<file path="config.mk">
export PLATFORM = sky130hd
export DESIGN_NAME = wppm_cell
export DESIGN_NICKNAME = d
export VERILOG_FILES = /design/src/hdl/wppm_pkg.sv /design/src/hdl/wppm_cell.sv
export SDC_FILE = /design/constraint.sdc
export NUM_CORES = 1
export LEC_CHECK = 0
export CORE_MARGIN = 1
export CORE_UTILIZATION = 35
export CTS_CLUSTER_DIAMETER = 200
export CTS_CLUSTER_SIZE = 16
export DETAILED_ROUTE_END_ITERATION = 7
export DONT_BUFFER_PORTS = 1
export SLEW_MARGIN = 20
export SYNTH_ARGS = -nofsm -noshare
export SYNTH_HDL_FRONTEND = slang
export SYNTH_SLANG_ARGS = --single-unit
export TNS_END_PERCENT = 50
</file>
<file path="constraint.sdc">
create_clock -name clk -period 0.8 [get_ports clk]
set_clock_uncertainty 0.15 [all_clocks]
set_input_delay 0.12 -clock clk [delete_from_list [all_inputs] [get_ports clk]]
set_output_delay 0.12 -clock clk [all_outputs]
set_load 0.1 [all_outputs]
</file>
<file path="src/hdl/wppm_pkg.sv">
`default_nettype none

package wppm_pkg;

  // Width of the window length register
  localparam int unsigned LEN_WIDTH = 11;
  // Width of the input sample and the emitted spread
  localparam int unsigned IN_WIDTH  = 32;
  localparam int unsigned OUT_WIDTH = 32;

  // Control shared by every cell of the ring
  typedef struct packed {
    logic advance;   // every cell takes its input word this cycle
  } cell_ctl_t;

endpackage

`default_nettype wire

</file>
<file path="src/hdl/wppm_cell.sv">
`default_nettype none

module wppm_cell #(
  parameter int unsigned W = 32
) (
  input  wire logic                 clk,
  input  wire wppm_pkg::cell_ctl_t  ctl,
  input  wire logic [W-1:0]         data_in,
  output logic [W-1:0]              data_out
);

  logic [W-1:0] data;

  always_ff @(posedge clk) begin
    if (ctl.advance) begin
      data <= data_in;
    end
  end

  assign data_out = data;

endmodule

`default_nettype wire

</file>
# ---- Word-level counts from Yosys, hierarchy flattened
# Cells that the tools add are included.
dict set report word_totals {
  ff_bits 32
  out_inout_bits 32
}

# ---- Depth between registers and ports, before layout
dict set report logic_depth {
  ltp_word 0
  depth_mapped 0
}

# ---- Worst setup path before layout
# OpenSTA, ideal clock, no wires.
dict set report synth_timing {
  path_kind {reg-to-output}
  start {register data[0] (netlist: data_out[0])}
  end {output data_out[0]}
  stages_incl_launch_ff 1
  slack_ns -0.374
  path_buffers 0
  arrival_ns 0.904
  path_cell_list {edfxtp_1}
}
# element line
set synth_lines {}
lappend synth_lines {{start, declared} wppm_cell.sv:12} ;# logic [W-1:0] data;
lappend synth_lines {{start signal, assigned} wppm_cell.sv:16} ;# data <= data_in;
lappend synth_lines {{end, declared} wppm_cell.sv:9} ;# output logic [W-1:0] data_out
# No word-level cell between the ends.

# ---- Final worst setup path
dict set report layout_timing {
  start {register data[24] (netlist: data_out[24])}
  end {output data_out[24]}
}
# No word-level cell between the ends.

==> impl_results.md <==
- Crit-path cells: buf_12
- Core ar.: 0.00254 mm^2
- Tot Pwr: 4.53 mW
- Fmax: approximately 810 MHz
- CP delay by family, top: flip-flops
- Critical path class: reg2out
- Die Span Y: 54.4 um
- Synth top cells by count: 32 x edfxtp_1
- Die area: 0.00296 mm^2
- Period Utilization, post-route: 1.55
- #FFs+latches synth: 32
- Crit Path Max Fanout: 1
- Port bufs: 0
- Cell taking the most area after synthesis: edfxtp_1
- Max-slew violations: 0
- Gp weighted congestion: 0.669
- Max stage delay cell, worst path: edfxtp_1
- Unrepaired setup endpoints after global routing: yes
- Place WS: -79.2 ps
- Max-cap violation count: 0
- Library cells used by synthesis: 1
- WL final: 2230 um
- Yosys warnings: 0
- Resize count post-CTS: 0
- Synth Cell Area: 961 um^2
- EDFF count, synth: 32
- Vias in the first global route: 671
- Max FFs per register: 32
- Asr flop ratio synth: 0
- Post-synth net total: 66
- Pwr per Cell Area: 2260 mW/mm^2
- Primary FF master, synth: edfxtp_1
- Worst Path Arrival: 970 ps
- CTS H-Tree Depth: 2
- Gr ovfl total: 0
- Count leader, synth: edfxtp_1
- 1st-iter DRT viols: 13
- Critical path's largest stage delay: 450 ps
- Largest net degree at the start of global routing: 33
- P&R area growth vs syn: 109%
- Initial DRT Pass Iterations: 2
- Buf/Inv on CP: 1
- Global-route usage over all layers: 0.171
- ANT nets after route: 0
- Setup Viol. Count Final: 32
- # rows: 18
- Worst slew pin tran: about 160 ps
- Worst Slack Setup Final: -440 ps
- Total CTS buffers: 5
- DRC Markers: 0
- Clk root buf: clkbuf_4
- Clock slew seen by the registers of the worst setup and hold paths: roughly 90 ps
- Die width: ~54 um
- Layout cell share with drive strength beyond 1: 0.356
- Post-synth top area share: 1.00
- Final Hold Vio Count: 32
- Outcome: finished, violations left
- CTS Buffer Depth: 2
- Vias/cell: 4.40
- Register area share after synthesis: 1.00
- Max-slew headroom: 0.896
- Final core occ: 0.789
- # hold bufs at CTS: 32
- Post-route minimum period: 1240 ps
- CTS tree: yes
- First-pass GRT wire length: between 3000 and 4000 um
- Final nets: 137
- Leak Pwr: a little under 0.8 nW
- Multi-In Gates: 0
- CP Launch Type: flop
- Ant diodes: 0
- Fin Hold WS: -248 ps
- Synth top area cells: edfxtp_1 100%
- Multi-input gate area: 0 um^2
- Post-Syn Instances: 32
- VDD IR max: roughly 1.7 mV
- Clk sinks: 32
- Failing checks: hold timing, setup timing
- Hold Crit Class: in2reg
- Routed length per instance: about 17 um
- Initial antenna violation count: 0
- Mapped Avg Cell Area: 30.0 um^2
- Critical Path RT: approximately 530 ps
- Total number of vias: just under 600
- Critical Path End Type: output pin
- Initial Utilization: 0.378
- I/O pin cnt: 66
where the power goes:
group,internal (mW),switching [mW],total (mW)
clock,0.337,0.491,0.829
combinational,0.576,1.02,1.59
sequential,2.00,0.112,2.11
layer usage:
layer / vias to the layer above / share of wire / global-route usage
met1: 278 / 0.29 / 0.145
met4: 0 / 0.041 / 0.124
li1: 270 / - / -
met5: - / 0 / 0
met3: 8 / 0.067 / 0.0778
met2: 34 / 0.60 / 0.307
through the flow:
step | TNS (ps) | instance area [um^2] | instances
3_5_place_dp | -1860 | 1640 | 94
5_1_grt | -14430 | 2010 | 134
3_3_place_gp | -1620 | 1640 | 94
2_1_floorplan | -11970 | 961 | 32
4_1_cts | -13530 | 2010 | 134
6_report | -13040 | 2010 | 134
placed cells by master, fill, tap and decap left out:
cell,synthesis,layout
clkbuf_1,0,2
edfxtp_1,32,32
clkbuf_4,0,5
buf_12,0,32
dlygate4sd3_1,0,32
clkinv_1,0,1
kinds of logic after synthesis:
logic type | Yosys count | synth area share
flip-flops | 32 | 1.00
what timing repair did:
item / 4_1_cts / 5_1_grt
endpoints found under the hold margin: 64 / 32
setup buffers: 0 / 0
pin swaps: 0 / 0
endpoints found under the setup margin: 32 / 32
area by class of cell:
cell class,count,area [um^2]
clock buffer,7,45.0
clock inverter,1,3.75
fill,135,537
sequential,32,961
tap,30,37.5
timing repair buffer,64,961
final timing paths:
kind                                from                     end  slack [ps]  cells after the start
setup / recovery  data_out[24]$_DFFE_PP_            data_out[24]        -440                      1
hold / removal                       ctl  data_out[30]$_DFFE_PP_        -250                      0
Note: power is estimated with default switching activity, not from simulation.
